`src/hdl/sbpb_pkg.sv`:
```
// ----------------------------------------------------------------------------
// Servo bus packet builder package
// Shared types and constants: command codes, lane kinds, scaling constants
// and the packet record that passes from the merge stage to the serializer.
// ----------------------------------------------------------------------------
package sbpb_pkg;

   typedef enum logic [2:0] {
      ACT_SERVO_WRITE  = 3'd0,
      ACT_WHEEL_MODE   = 3'd1,
      ACT_SYNC_WHEELS  = 3'd2,
      ACT_SYNC_SERVOS  = 3'd3,
      ACT_SYNC_LIMITED = 3'd4
   } action_type;

   typedef enum logic [1:0] {
      LANE_ANGLE = 2'd0,
      LANE_PCT   = 2'd1,
      LANE_MOVE  = 2'd2,
      LANE_WHEEL = 2'd3
   } lane_kind_type;

   localparam logic [7:0] HDR_BYTE   = 8'hFF;
   localparam logic [7:0] BCAST_ID   = 8'hFE;
   localparam logic [7:0] INS_WRITE  = 8'h03;
   localparam logic [7:0] INS_SYNC   = 8'h83;
   localparam logic [7:0] ADDR_GOAL  = 8'h1E;
   localparam logic [7:0] ADDR_SPEED = 8'h20;
   localparam logic [7:0] ADDR_CCW   = 8'h08;

   localparam logic [7:0] LEN_SERVO  = 8'h07;
   localparam logic [7:0] LEN_WHEEL  = 8'h05;
   localparam logic [7:0] LEN_SWHEEL = 8'h0A;
   localparam logic [7:0] LEN_SYNC4  = 8'h0E;
   localparam logic [7:0] SYNC_LEN2  = 8'h02;
   localparam logic [7:0] SYNC_LEN4  = 8'h04;

   localparam logic [10:0] RAW_FULL  = 11'd1023;

   localparam logic signed [16:0] ANGLE_FULL = 17'sd30000;
   localparam logic signed [16:0] PCT_FULL   = 17'sd10000;

   localparam int SCALE_SHIFT = 40;
   localparam logic [26:0] RECIP_ANGLE =
      27'(((64'd1 << SCALE_SHIFT) + 64'd30000 - 64'd1) / 64'd30000);
   localparam logic [26:0] RECIP_PCT =
      27'(((64'd1 << SCALE_SHIFT) + 64'd10000 - 64'd1) / 64'd10000);

   localparam int PKT_MAX  = 18;
   localparam int BODY_MAX = 16;

   typedef struct packed {
      action_type  action;
      logic [7:0]  id_a;
      logic [7:0]  id_b;
      logic        wheel_enable;
   } cmd_type;

   typedef struct packed {
      logic [PKT_MAX-1:0][7:0] bytes;
      logic [4:0]              count;
   } packet_type;

endpackage

```
`src/hdl/sbpb_scale_lane.sv`:
```
// ----------------------------------------------------------------------------
// Scaling lane
// Clamps one angle, speed or percent and scales it to the 10-bit servo range
// by an exact reciprocal multiply, with wheel direction and moving speed rules.
// ----------------------------------------------------------------------------
module sbpb_scale_lane
   import sbpb_pkg::*;
(
   input  logic                clock,
   input  logic                en1,
   input  logic                en2,
   input  lane_kind_type       kind,
   input  logic signed [15:0]  value,
   output logic        [10:0]  raw
);

   logic signed [16:0] xs;
   logic signed [16:0] mag;
   logic signed [16:0] limit;
   logic        [14:0] clamped;
   logic        [24:0] p_in;
   logic        [24:0] p_ff;
   lane_kind_type      kind1_ff;
   lane_kind_type      kind2_ff;
   logic               neg_in;
   logic               neg1_ff;
   logic               neg2_ff;
   logic               pos_in;
   logic               pos1_ff;
   logic               pos2_ff;
   logic        [26:0] recip;
   logic        [51:0] prod_in;
   logic        [51:0] prod_ff;
   logic        [9:0]  quot;

   always_comb begin
      xs     = {value[15], value};
      neg_in = (kind == LANE_WHEEL) && value[15];
      pos_in = (xs > 17'sd0);
      mag    = neg_in ? -xs : xs;
      limit  = (kind == LANE_ANGLE) ? ANGLE_FULL : PCT_FULL;
      if (mag < 17'sd0) begin
         clamped = '0;
      end else if (mag > limit) begin
         clamped = limit[14:0];
      end else begin
         clamped = mag[14:0];
      end
      p_in = {clamped, 10'd0} - {10'd0, clamped};
   end

   always_ff @(posedge clock) begin
      if (en1) begin
         p_ff     <= p_in;
         kind1_ff <= kind;
         neg1_ff  <= neg_in;
         pos1_ff  <= pos_in;
      end
   end

   always_comb begin
      recip   = (kind1_ff == LANE_ANGLE) ? RECIP_ANGLE : RECIP_PCT;
      prod_in = 52'(p_ff) * 52'(recip);
   end

   always_ff @(posedge clock) begin
      if (en2) begin
         prod_ff  <= prod_in;
         kind2_ff <= kind1_ff;
         neg2_ff  <= neg1_ff;
         pos2_ff  <= pos1_ff;
      end
   end

   always_comb begin
      quot = prod_ff[SCALE_SHIFT +: 10];
      case (kind2_ff)
         LANE_MOVE: begin
            raw = (quot == 10'd0 && pos2_ff) ? 11'd1 : {1'b0, quot};
         end
         LANE_WHEEL: begin
            raw = {neg2_ff, quot};
         end
         default: begin
            raw = {1'b0, quot};
         end
      endcase
   end

endmodule

```
`src/hdl/sbpb_packet_merge.sv`:
```
// ----------------------------------------------------------------------------
// Packet merge stage
// Combines the lane results and the command fields into the framed packet,
// computes the inverted checksum and the byte count.
// ----------------------------------------------------------------------------
module sbpb_packet_merge
   import sbpb_pkg::*;
(
   input  cmd_type       cmd,
   input  logic [10:0]   angle_a_raw,
   input  logic [10:0]   angle_b_raw,
   input  logic [10:0]   wheel_a_raw,
   input  logic [10:0]   wheel_b_raw,
   input  logic [10:0]   pct_raw,
   output logic          pkt_ok,
   output packet_type    pkt
);

   logic [BODY_MAX-1:0][7:0] body;
   logic [7:0]  lvl1 [8];
   logic [7:0]  lvl2 [4];
   logic [7:0]  lvl3 [2];
   logic [7:0]  sum;
   logic [4:0]  len;
   logic [10:0] mode_limit;

   always_comb begin
      body       = '0;
      len        = 5'd1;
      pkt_ok     = 1'b1;
      mode_limit = cmd.wheel_enable ? 11'd0 : RAW_FULL;
      case (cmd.action)
         ACT_SERVO_WRITE: begin
            body[0] = cmd.id_a;
            body[1] = LEN_SERVO;
            body[2] = INS_WRITE;
            body[3] = ADDR_GOAL;
            body[4] = angle_a_raw[7:0];
            body[5] = {5'd0, angle_a_raw[10:8]};
            body[6] = pct_raw[7:0];
            body[7] = {5'd0, pct_raw[10:8]};
            len     = 5'd11;
         end
         ACT_WHEEL_MODE: begin
            body[0] = cmd.id_a;
            body[1] = LEN_WHEEL;
            body[2] = INS_WRITE;
            body[3] = ADDR_CCW;
            body[4] = mode_limit[7:0];
            body[5] = {5'd0, mode_limit[10:8]};
            len     = 5'd9;
         end
         ACT_SYNC_WHEELS: begin
            body[0]  = BCAST_ID;
            body[1]  = LEN_SWHEEL;
            body[2]  = INS_SYNC;
            body[3]  = ADDR_SPEED;
            body[4]  = SYNC_LEN2;
            body[5]  = cmd.id_a;
            body[6]  = wheel_a_raw[7:0];
            body[7]  = {5'd0, wheel_a_raw[10:8]};
            body[8]  = cmd.id_b;
            body[9]  = wheel_b_raw[7:0];
            body[10] = {5'd0, wheel_b_raw[10:8]};
            len      = 5'd14;
         end
         ACT_SYNC_SERVOS: begin
            body[0]  = BCAST_ID;
            body[1]  = LEN_SYNC4;
            body[2]  = INS_SYNC;
            body[3]  = ADDR_GOAL;
            body[4]  = SYNC_LEN4;
            body[5]  = cmd.id_a;
            body[6]  = angle_a_raw[7:0];
            body[7]  = {5'd0, angle_a_raw[10:8]};
            body[8]  = pct_raw[7:0];
            body[9]  = {5'd0, pct_raw[10:8]};
            body[10] = cmd.id_b;
            body[11] = angle_b_raw[7:0];
            body[12] = {5'd0, angle_b_raw[10:8]};
            body[13] = pct_raw[7:0];
            body[14] = {5'd0, pct_raw[10:8]};
            len      = 5'd18;
         end
         ACT_SYNC_LIMITED: begin
            body[0]  = BCAST_ID;
            body[1]  = LEN_SYNC4;
            body[2]  = INS_SYNC;
            body[3]  = ADDR_SPEED;
            body[4]  = SYNC_LEN4;
            body[5]  = cmd.id_a;
            body[6]  = wheel_a_raw[7:0];
            body[7]  = {5'd0, wheel_a_raw[10:8]};
            body[8]  = pct_raw[7:0];
            body[9]  = {5'd0, pct_raw[10:8]};
            body[10] = cmd.id_b;
            body[11] = wheel_b_raw[7:0];
            body[12] = {5'd0, wheel_b_raw[10:8]};
            body[13] = pct_raw[7:0];
            body[14] = {5'd0, pct_raw[10:8]};
            len      = 5'd18;
         end
         default: begin
            pkt_ok = 1'b0;
         end
      endcase
   end

   always_comb begin
      for (int i = 0; i < 8; i++) begin
         lvl1[i] = body[2*i] + body[2*i+1];
      end
      for (int i = 0; i < 4; i++) begin
         lvl2[i] = lvl1[2*i] + lvl1[2*i+1];
      end
      for (int i = 0; i < 2; i++) begin
         lvl3[i] = lvl2[2*i] + lvl2[2*i+1];
      end
      sum = lvl3[0] + lvl3[1];
   end

   always_comb begin
      pkt.bytes    = '0;
      pkt.bytes[0] = HDR_BYTE;
      pkt.bytes[1] = HDR_BYTE;
      for (int i = 0; i < PKT_MAX - 2; i++) begin
         pkt.bytes[i+2] = body[i];
      end
      for (int i = 0; i < PKT_MAX; i++) begin
         if (5'(i) == len - 5'd1) begin
            pkt.bytes[i] = ~sum;
         end
      end
      pkt.count = len - 5'd1;
   end

endmodule

```
`src/hdl/sbpb_serializer.sv`:
```
// ----------------------------------------------------------------------------
// Packet serializer
// Holds one framed packet in a shift register and sends it one byte per
// cycle, flagging the checksum byte.
// ----------------------------------------------------------------------------
module sbpb_serializer
   import sbpb_pkg::*;
(
   input  logic        clock,
   input  logic        reset,
   input  logic        load,
   input  packet_type  pkt,
   output logic        free,
   output logic        strobe,
   output logic [7:0]  data,
   output logic        last
);

   logic [PKT_MAX-1:0][7:0] buf_ff;
   logic [PKT_MAX-1:0][7:0] buf_in;
   logic [4:0]              cnt_ff;
   logic [4:0]              cnt_in;
   logic                    valid_ff;
   logic                    valid_in;
   logic                    done;

   assign done   = valid_ff && (cnt_ff == 5'd0);
   assign free   = !valid_ff || done;
   assign strobe = valid_ff;
   assign data   = buf_ff[0];
   assign last   = done;

   always_comb begin
      buf_in   = buf_ff;
      cnt_in   = cnt_ff;
      valid_in = valid_ff;
      if (load) begin
         buf_in   = pkt.bytes;
         cnt_in   = pkt.count;
         valid_in = 1'b1;
      end else if (done) begin
         valid_in = 1'b0;
      end else if (valid_ff) begin
         for (int i = 0; i < PKT_MAX - 1; i++) begin
            buf_in[i] = buf_ff[i+1];
         end
         buf_in[PKT_MAX-1] = '0;
         cnt_in = cnt_ff - 5'd1;
      end
   end

   always_ff @(posedge clock) begin
      buf_ff <= buf_in;
      cnt_ff <= cnt_in;
      if (reset) begin
         valid_ff <= 1'b0;
      end else begin
         valid_ff <= valid_in;
      end
   end

   a_load_when_free: assert property (@(posedge clock) disable iff (reset)
      load |-> free)
      else $error("Packet loaded over a transaction in progress.");

   a_end_of_packet: assert property (@(posedge clock) disable iff (reset)
      (done && !load) |=> !valid_ff)
      else $error("Strobe continued after the last byte.");

   a_count_down: assert property (@(posedge clock) disable iff (reset)
      (valid_ff && !done) |=> (valid_ff && cnt_ff == $past(cnt_ff) - 5'd1))
      else $error("Byte count did not step down during a packet.");

endmodule

```
`src/hdl/servo_bus_packet_builder_unit.sv`:
```
// ----------------------------------------------------------------------------
// Servo bus packet builder
// A command is taken at a rising edge with start high and busy low. Five
// scaling lanes clamp and scale the two angles, the two wheel speeds and the
// percent side by side in a two-stage pipeline (clamp and times 1023, then
// the reciprocal multiply). The merge stage frames the packet and computes
// the checksum, and the serializer sends it on rsp_packet_byte, one byte per
// cycle with rsp_strobe high and rsp_last_byte on the checksum byte.
// A taken command passes both lane stages and then loads the serializer once
// it is free. A packet is 9, 11, 14 or 18 bytes long; the serializer sets the
// throughput, and packets follow each other with no gap because the next
// command waits in the lane pipeline while the current packet goes out.
// Commands with an unused action code give no bytes at all; such a command
// waiting behind a packet leaves the bus side idle before the next packet.
// Reset clears the pipeline and the serializer; no packet is in flight after
// it. The receiver cannot stall: each byte is valid for exactly one cycle.
// ----------------------------------------------------------------------------
module servo_bus_packet_builder_unit
   import sbpb_pkg::*;
(
   input  logic                clock,
   input  logic                reset,
   input  logic                start,
   output logic                busy,
   input  logic        [2:0]   req_action,
   input  logic        [7:0]   req_id_a,
   input  logic        [7:0]   req_id_b,
   input  logic signed [15:0]  req_angle_a,
   input  logic signed [15:0]  req_angle_b,
   input  logic signed [14:0]  req_speed_a,
   input  logic signed [14:0]  req_speed_b,
   input  logic signed [14:0]  req_percent,
   input  logic                req_wheel_enable,
   output logic                rsp_strobe,
   output logic        [7:0]   rsp_packet_byte,
   output logic                rsp_last_byte
);

   logic          s1_valid_ff;
   logic          s1_valid_in;
   logic          s2_valid_ff;
   logic          s2_valid_in;
   logic          s1_ready;
   logic          s2_ready;
   logic          accept;
   logic          ser_free;
   logic          take;
   logic          load;
   cmd_type       cmd_req;
   cmd_type       s1_cmd_ff;
   cmd_type       s2_cmd_ff;
   lane_kind_type pct_kind;
   logic [10:0]   angle_a_raw;
   logic [10:0]   angle_b_raw;
   logic [10:0]   wheel_a_raw;
   logic [10:0]   wheel_b_raw;
   logic [10:0]   pct_raw;
   logic          pkt_ok;
   packet_type    pkt;

   assign s2_ready = !s2_valid_ff || ser_free;
   assign s1_ready = !s1_valid_ff || s2_ready;
   assign busy     = !s1_ready;
   assign accept   = start && s1_ready;
   assign take     = s2_valid_ff && ser_free;
   assign load     = take && pkt_ok;

   always_comb begin
      cmd_req.action       = action_type'(req_action);
      cmd_req.id_a         = req_id_a;
      cmd_req.id_b         = req_id_b;
      cmd_req.wheel_enable = req_wheel_enable;
      if (req_action inside {ACT_SERVO_WRITE, ACT_SYNC_SERVOS}) begin
         pct_kind = LANE_MOVE;
      end else begin
         pct_kind = LANE_PCT;
      end
   end

   always_comb begin
      s1_valid_in = s1_ready ? accept : s1_valid_ff;
      s2_valid_in = s2_ready ? s1_valid_ff : s2_valid_ff;
   end

   always_ff @(posedge clock) begin
      if (s1_ready) begin
         s1_cmd_ff <= cmd_req;
      end
      if (s2_ready) begin
         s2_cmd_ff <= s1_cmd_ff;
      end
      if (reset) begin
         s1_valid_ff <= 1'b0;
         s2_valid_ff <= 1'b0;
      end else begin
         s1_valid_ff <= s1_valid_in;
         s2_valid_ff <= s2_valid_in;
      end
   end

   sbpb_scale_lane u_lane_angle_a (
      .clock (clock),
      .en1   (s1_ready),
      .en2   (s2_ready),
      .kind  (LANE_ANGLE),
      .value (req_angle_a),
      .raw   (angle_a_raw)
   );

   sbpb_scale_lane u_lane_angle_b (
      .clock (clock),
      .en1   (s1_ready),
      .en2   (s2_ready),
      .kind  (LANE_ANGLE),
      .value (req_angle_b),
      .raw   (angle_b_raw)
   );

   sbpb_scale_lane u_lane_wheel_a (
      .clock (clock),
      .en1   (s1_ready),
      .en2   (s2_ready),
      .kind  (LANE_WHEEL),
      .value ({req_speed_a[14], req_speed_a}),
      .raw   (wheel_a_raw)
   );

   sbpb_scale_lane u_lane_wheel_b (
      .clock (clock),
      .en1   (s1_ready),
      .en2   (s2_ready),
      .kind  (LANE_WHEEL),
      .value ({req_speed_b[14], req_speed_b}),
      .raw   (wheel_b_raw)
   );

   sbpb_scale_lane u_lane_pct (
      .clock (clock),
      .en1   (s1_ready),
      .en2   (s2_ready),
      .kind  (pct_kind),
      .value ({req_percent[14], req_percent}),
      .raw   (pct_raw)
   );

   sbpb_packet_merge u_merge (
      .cmd         (s2_cmd_ff),
      .angle_a_raw (angle_a_raw),
      .angle_b_raw (angle_b_raw),
      .wheel_a_raw (wheel_a_raw),
      .wheel_b_raw (wheel_b_raw),
      .pct_raw     (pct_raw),
      .pkt_ok      (pkt_ok),
      .pkt         (pkt)
   );

   sbpb_serializer u_serializer (
      .clock  (clock),
      .reset  (reset),
      .load   (load),
      .pkt    (pkt),
      .free   (ser_free),
      .strobe (rsp_strobe),
      .data   (rsp_packet_byte),
      .last   (rsp_last_byte)
   );

   a_accept_enters: assert property (@(posedge clock) disable iff (reset)
      (start && !busy) |=> s1_valid_ff)
      else $error("Accepted transaction did not enter the lane pipeline.");

   a_stall_holds: assert property (@(posedge clock) disable iff (reset)
      (s2_valid_ff && !ser_free) |=> (s2_valid_ff && $stable(s2_cmd_ff)))
      else $error("Waiting command changed while the serializer was busy.");

   a_last_with_strobe: assert property (@(posedge clock) disable iff (reset)
      rsp_last_byte |-> rsp_strobe)
      else $error("Last-byte flag raised outside a transaction.");

endmodule

```
`config.mk`:
```
export PLATFORM = sky130hd
export DESIGN_NAME = servo_bus_packet_builder_unit
export DESIGN_NICKNAME = d
export VERILOG_FILES = /design/src/hdl/sbpb_pkg.sv /design/src/hdl/sbpb_scale_lane.sv /design/src/hdl/sbpb_packet_merge.sv /design/src/hdl/sbpb_serializer.sv /design/src/hdl/servo_bus_packet_builder_unit.sv
export SDC_FILE = /design/constraint.sdc
export NUM_CORES = 2
export LEC_CHECK = 0
export CAP_MARGIN = 10
export CORE_MARGIN = 8
export CORE_UTILIZATION = 50
export DETAILED_ROUTE_END_ITERATION = 6
export DONT_BUFFER_PORTS = 1
export REMOVE_ABC_BUFFERS = 1
export SYNTH_ARGS = -nofsm -noshare
export SYNTH_HDL_FRONTEND = slang
export SYNTH_HIERARCHICAL = 1
export SYNTH_SLANG_ARGS = --single-unit
```
`constraint.sdc`:
```
create_clock -name clock -period 18.4 [get_ports clock]
set_clock_uncertainty 0.2 [all_clocks]
set_input_delay 4.6 -clock clock [delete_from_list [all_inputs] [get_ports clock]]
set_output_delay 4.6 -clock clock [all_outputs]
set_load 0.005 [all_outputs]
```
== Word level (Yosys, flattened, before mapping) ==
Cells that the tools add are included.

* Add/subtract/negate cells: 24
* Multipliers: 5
* Order comparisons: 11
* Equal/unequal tests: 26
* Mux-type cells: 51
* Bitwise operators: 1
* Reduce and logical (&&, ||, !) cells: 27

{| class="wikitable"
|+ Operators with widths
! kind !! number
|-
| 2-to-1 mux 144 bit || 3
|-
| one-hot mux 48 bit (5 select lines) || 1
|-
| 2-to-1 mux 15 bit || 11
|-
| 2-to-1 mux 8 bit || 18
|-
| subtractor 25 x 15 -> 25 bit || 5
|-
| multiplier 25 x 27 -> 50 bit, second input constant || 2
|-
| adder 8 bit || 12
|-
| multiplier 25 x 24 -> 48 bit, second input constant || 2
|-
| one-hot mux 27 bit (2 select lines) || 1
|-
| < comparator 17 x 1 -> 1 bit, second input constant || 3
|-
| 2-to-1 mux 17 bit || 3
|-
| negation 15 -> 17 bit || 3
|-
| multiplier 25 x 27 -> 50 bit || 1
|-
| one-hot mux 24 bit (2 select lines) || 1
|-
| == test 4 x 5 -> 1 bit, first input constant || 8
|-
| > comparator 17 x 15 -> 1 bit, second input constant || 2
|-
| one-hot mux 11 bit (3 select lines) || 1
|-
| > comparator 16 bit, second input constant || 2
|-
| < comparator 16 x 1 -> 1 bit, second input constant || 2
|-
| 2-to-1 mux 27 bit || 1
|-
| one-hot mux 11 bit (2 select lines) || 1
|-
| == test 3 x 5 -> 1 bit, first input constant || 4
|-
| 2-to-1 mux 10 bit || 2
|-
| one-hot mux 5 bit (4 select lines) || 1
|-
| 27 further kinds || 55
|}

* Flip-flop bits (word level): 575
* Bits of input ports: 100
* Output and inout port bits: 11
* Word-level logic and storage cells: 195

== Longest topological paths before layout ==
* Word-level depth: 12
* Depth in mapped cells: 30
* Depth with buffers taken out: 27

== By module ==
Netlist, hierarchy kept.

{| class="wikitable"
|+ Modules (own cells, without submodules)
! module !! times used !! cells an instance !! area an instance (um^2) !! sequential area each (um^2)
|-
| sbpb_scale_lane (u_lane_pct ...) || 2 || 1833 || 18158.7 || 1291.2
|-
| sbpb_scale_lane (u_lane_angle_a) || 1 || 1859 || 18406.4 || 1291.2
|-
| sbpb_scale_lane (u_lane_wheel_b) || 1 || 1815 || 18044.8 || 1291.2
|-
| sbpb_scale_lane (u_lane_angle_b) || 1 || 1787 || 17947.2 || 1291.2
|-
| sbpb_serializer || 1 || 343 || 6406.1 || 4494.3
|-
| sbpb_packet_merge || 1 || 535 || 4110.2 || 0.0
|-
| servo_bus_packet_builder_unit || 1 || 55 || 1333.8 || 1241.2
|}

== Least setup slack after synthesis ==
Ideal clock, no wire load.

* Path type: input port to flip-flop
* From: input req_speed_b[1]
* To: register u_lane_wheel_b.p_ff[23] (data pin)
* Library setup time: 0.267 ns
* Arrival time: 9.435 ns
* Required time: 17.933 ns
* Path slack: 8.499 ns
* Stages: 24
* Path buffers: 1
* Cells stage by stage: inv_1 -> ha_1 -> nor3b_1 -> nand2_1 -> o31ai_1 -> xor2_1 -> inv_1 -> ha_1 -> nand3_1 -> or4b_1 -> or3b_4 -> a21boi_4 -> clkbuf_8 -> and2_1 -> nand2_1 -> ha_1 -> a21oi_1 -> o21bai_1 -> a21oi_1 -> nor2_1 -> nor2_1 -> o21ai_1 -> and4bb_2 -> xnor2_1

* Cells in the longest elaborated chain, start to end: 6
* Elaborated cells between the ends (all ways): 7
* Classes of those cells: 2 x add/sub; 2 x order compare; 3 x mux

{| class="wikitable"
|+ RTL lines
! element !! line !! text
|-
| start, declared || servo_bus_packet_builder_unit.sv:31 || <nowiki>input logic signed [14:0] req_speed_b,</nowiki>
|-
| negation 15 -> 17 bit || sbpb_scale_lane.sv:40 || <nowiki>mag = neg_in ? -xs : xs;</nowiki>
|-
| 2-to-1 mux 17 bit (*) || sbpb_scale_lane.sv:40 ||
|-
| > comparator 17 x 15 -> 1 bit || sbpb_scale_lane.sv:44 || <nowiki>end else if (mag > limit) begin</nowiki>
|-
| 2-to-1 mux 15 bit || sbpb_scale_lane.sv:44 ||
|-
| 2-to-1 mux 15 bit (*) || sbpb_scale_lane.sv:42 || <nowiki>if (mag < 17'sd0) begin</nowiki>
|-
| subtractor 25 x 15 -> 25 bit (*) || sbpb_scale_lane.sv:49 || <nowiki>p_in = {clamped, 10'd0} - {10'd0, clamped};</nowiki>
|-
| named net u_lane_wheel_b.p_in[23] || sbpb_scale_lane.sv:21 || <nowiki>logic [24:0] p_in;</nowiki>
|-
| end signal, assigned || sbpb_scale_lane.sv:54 || <nowiki>p_ff <= p_in;</nowiki>
|-
| end, declared || sbpb_scale_lane.sv:22 || <nowiki>logic [24:0] p_ff;</nowiki>
|}

The timed path passes the listed nets; every way through them passes the cells marked *.
A chain may end at the register's enable or synchronous reset.

== Final worst setup path ==
* From: input req_action[0]
* To: register u_lane_pct.p_ff[21] (data pin)

* Cells in the longest elaborated chain, start to end: 10
* Elaborated cells between the ends (all ways): 14
* Classes of those cells: 1 x add/sub; 2 x order compare; 2 x eq/ne; 5 x mux; 4 x reduce/logical

{| class="wikitable"
|+ RTL lines
! element !! line !! text
|-
| start, declared || servo_bus_packet_builder_unit.sv:25 || <nowiki>input logic [2:0] req_action,</nowiki>
|-
| == test 3 x 2 -> 1 bit / logical NOT 3 bit (equally long branches) || servo_bus_packet_builder_unit.sv:73 || <nowiki>if (req_action inside {ACT_SERVO_WRITE, ACT_SYNC_SERVOS}) begin</nowiki>
|-
| nonzero test 2 bit (*) || servo_bus_packet_builder_unit.sv:73 ||
|-
| 2-to-1 mux 2 bit (*) || servo_bus_packet_builder_unit.sv:73 ||
|-
| named net pct_kind[1] || servo_bus_packet_builder_unit.sv:52 || <nowiki>lane_kind_type pct_kind;</nowiki>
|-
| == test 2 bit || sbpb_scale_lane.sv:38 || <nowiki>neg_in = (kind == LANE_WHEEL) && value[15];</nowiki>
|-
| logical AND 1 bit || sbpb_scale_lane.sv:38 ||
|-
| 2-to-1 mux 17 bit || sbpb_scale_lane.sv:40 ||
|-
| > comparator 17 bit || sbpb_scale_lane.sv:44 ||
|-
| 2-to-1 mux 15 bit || sbpb_scale_lane.sv:44 ||
|-
| 2-to-1 mux 15 bit (*) || sbpb_scale_lane.sv:42 ||
|-
| subtractor 25 x 15 -> 25 bit (*) || sbpb_scale_lane.sv:49 ||
|-
| named net u_lane_pct.p_in[21] || sbpb_scale_lane.sv:21 ||
|-
| end signal, assigned || sbpb_scale_lane.sv:54 ||
|-
| end, declared || sbpb_scale_lane.sv:22 ||
|}

Marks and branches as above.

==> reports/metrics.yaml <==
routabilityCongestion: 0.949
antenna_found_initial: 11
synth-main-ff-cell: "edfxtp_1"
rsz0062_at_grt: "false"
setup_viol: 0
end_kind: "flip-flop"
pin_count: 111
multi_input_area_sq_um: 77700
path_clk_slew_ns: 0.05
firstDrtPassIters: 6
cts_root_buf: "clkbuf_16"
crit_arrival_ns: 11.13
chipHeight_um: 469
grt_max_degree: 77
status: "complete, no violations"
async_flop_share_pct: 0
crit_top_cell: "nand2_1"
drive_gt1_share_pct: 4.27
cts-hold-fix-buffers: 0
num-fill-cells: 18600
cts_made_buffers: 54
cts.sinks: 407
setup.worst_path.class: "input port to flip-flop"
slew-limit-headroom_pct: 26.4
tns_ns: 0
grt_usage_pct: 25.5
hold_path.class: "flip-flop to flip-flop"
final_nets: 13600
grt_pass1_vias: 73300
clock.fmax_mhz: 91.4
core_area_sq_um: 204000
syn_to_final_growth_pct: 4.52
yosys_warnings: 6
stdcell_count: 12700
route.detailed.wl_per_inst_um: 21.5
cpPeakStageDelay_ns: 0.83
timing.final.crit_period_ns: 10.94
ant_nets: 0
routed_wl_um: 274000
grt_pass1_wl_um: 432000
syn-cell-area_sq_um: 103000
hold_viol: 0
drc_errors: 0
drv_slew: 0
numPortBuffers: 0
clockBufferDepth: 3
avgSynthCellArea_sq_um: 10.2
worstPathMaxFanout: 14
synth_cells: 10100
regArea_sq_um: 12200
layout_commonest_cell: "inv_1"
tightestPinTransition_ns: 1.10
placed_cells: 12600
path_cells: "xnor2_1 > nor2b_1 > nand3_1 > inv_1 > nand2_1 > xnor2_1 > ha_1 > nand2_1 > a21o_1 > a211oi_1 > and4bb_1 > o21a_1 > or3_1 > inv_1 > ha_1 > a21o_1 > a21o_1 > nand2_1 > nand2_1 > a21oi_1 > o2111ai_1 > xor2_1"
crit_buf_inv: 2
dr_total_vias: 66600
start_util_pct: 50.2
die-area_sq_um: 220000
ys_seq_area_share_pct: 11.9
core.rowCount: 166
drv_cap: 0
h-tree-depth: 2
cts_tree: "done"
final.period_utilization_pct: 59.5
cp_top_family: "simple AND/OR/NAND/NOR gates"
ctsResizeCount: 0
dieWidth_um: 469
final_cell_mix: "inv_1 (3131), fa_1 (2032), ha_1 (1530), nand2_1 (433), edfxtp_1 (404)"
startpoint_type: "input port"
post-cts-setup-buffer-count: 0
synth_edf_count: 404
crit_path_top_delay_cell: "nor2b_1"
synth.ff_latch_count: 407
holdWs_ns: 0.224
worstSkewPairLatency_ns: 0.68
crit_required_ns: 18.58
gr-total-overflow: 0
drt-initial-drc-count: 4090
yosysUniqueCellTypes: 136
dp_hpwl_um: 243000
avgViaCountPerCell: 5.24
[kinds of logic (layout without fill, tap and decap cells)]
family / count (synthesis) / after routing / share of synthesized area (%)
AOI/OAI and AO/OA: 897 / 897 / 6.09
xor gates and xnor gates: 280 / 280 / 2.43
adders and majority gates: 3562 / 3562 / 58.3
buffers and inverters: 3387 / 3266 / 12.6
DFF: 407 / 407 / 11.9
muxes: 166 / 166 / 1.79
other: 13 / 81 / 0.0476
and+or+nand+nor: 1348 / 1348 / 6.78
[per-stage QoR]
stage               cell area [sq um]  util [%]  worst slack [ns]
floorplan                      102000         -              8.54
global placement               105000      51.5              7.02
detailed placement             105000      51.5              6.91
CTS                            107000      52.5              7.62
global route                   107000      52.5              7.16
finish                         107000      52.5              7.46
[sequential cells by signal, indices dropped and copies added, names as in the netlist, 20 cells and up]
| signal | flops |
|---|---|
| s1_cmd_ff | 20 |
| u_lane_wheel_a/p_ff | 25 |
| s2_cmd_ff | 20 |
| u_lane_pct/p_ff | 25 |
| u_lane_wheel_b/p_ff | 25 |
| u_serializer/buf_ff | 136 |
| u_lane_angle_a/p_ff | 25 |
| u_lane_angle_b/p_ff | 25 |
[Yosys cell counts, drive strengths merged (16+ instances only)]
cell,instances,area (sq um)
nor4b,19,236
nand3,88,460
nand2b,51,329
a211o,18,159
nand2,433,1630
o21ai,198,998
nor2,271,1020
ha,1530,19100
fa,2032,40700
or4,16,133
a31oi,41,278
xnor2,193,1710
mux2i,24,240
a211oi,18,153
or3,18,113
xor2,86,761
a221oi,17,174
inv,3133,11800
a21o,96,722
nand4,40,256
a21oi,214,1100
and2,138,871
edfxtp,404,12100
mux2,142,1600
clkbuf,182,703
buf,71,500
o21bai,52,394
nor2b,26,163
and3,42,265
o211ai,24,195
nor4,24,195
o21a,23,173
nor3,61,327
and4,19,169
o31ai,19,156
or2,55,344
a22oi,25,193
[final timing paths]
path | startpoint | end | slack (ns) | depth (start not counted)
worst max-delay path | req_action[0] | u_lane_pct/p_ff[21] | 7.46 | 22
worst min-delay path | s1_cmd_ff[7] | s2_cmd_ff[7] | 0.22 | 0
worst max register to register | u_lane_pct/kind1_ff[1] | u_lane_pct/prod_ff[48] | 9.55 | 24
worst min register to register | s1_cmd_ff[7] | s2_cmd_ff[7] | 0.22 | 0
[per-layer routing]
| metal | GRT usage, % | wire, um | share of wire (%) |
|---|---|---|---|
| met1 | 36.5 | 123000 | 45 |
| met2 | 42.1 | 130000 | 47 |
| met3 | 2.91 | 14300 | 5.2 |
| met4 | 5.30 | 6240 | 2.3 |
| met5 | 0 | 0 | 0 |
[layout make-up]
class | count | area share (%)
multi-input combinational | 6329 | 72.5
sequential | 407 | 11.4
inverter | 3134 | 11.0
tap | 2688 | 3.14
clock buffer | 57 | 1.27
clock inverter | 44 | 0.547
timing repair buffer | 31 | 0.212
antenna | 5 | 0.0117
Power is not shown: default switching activity piles up to over one toggle a cycle in this logic, so the estimate is an artifact.
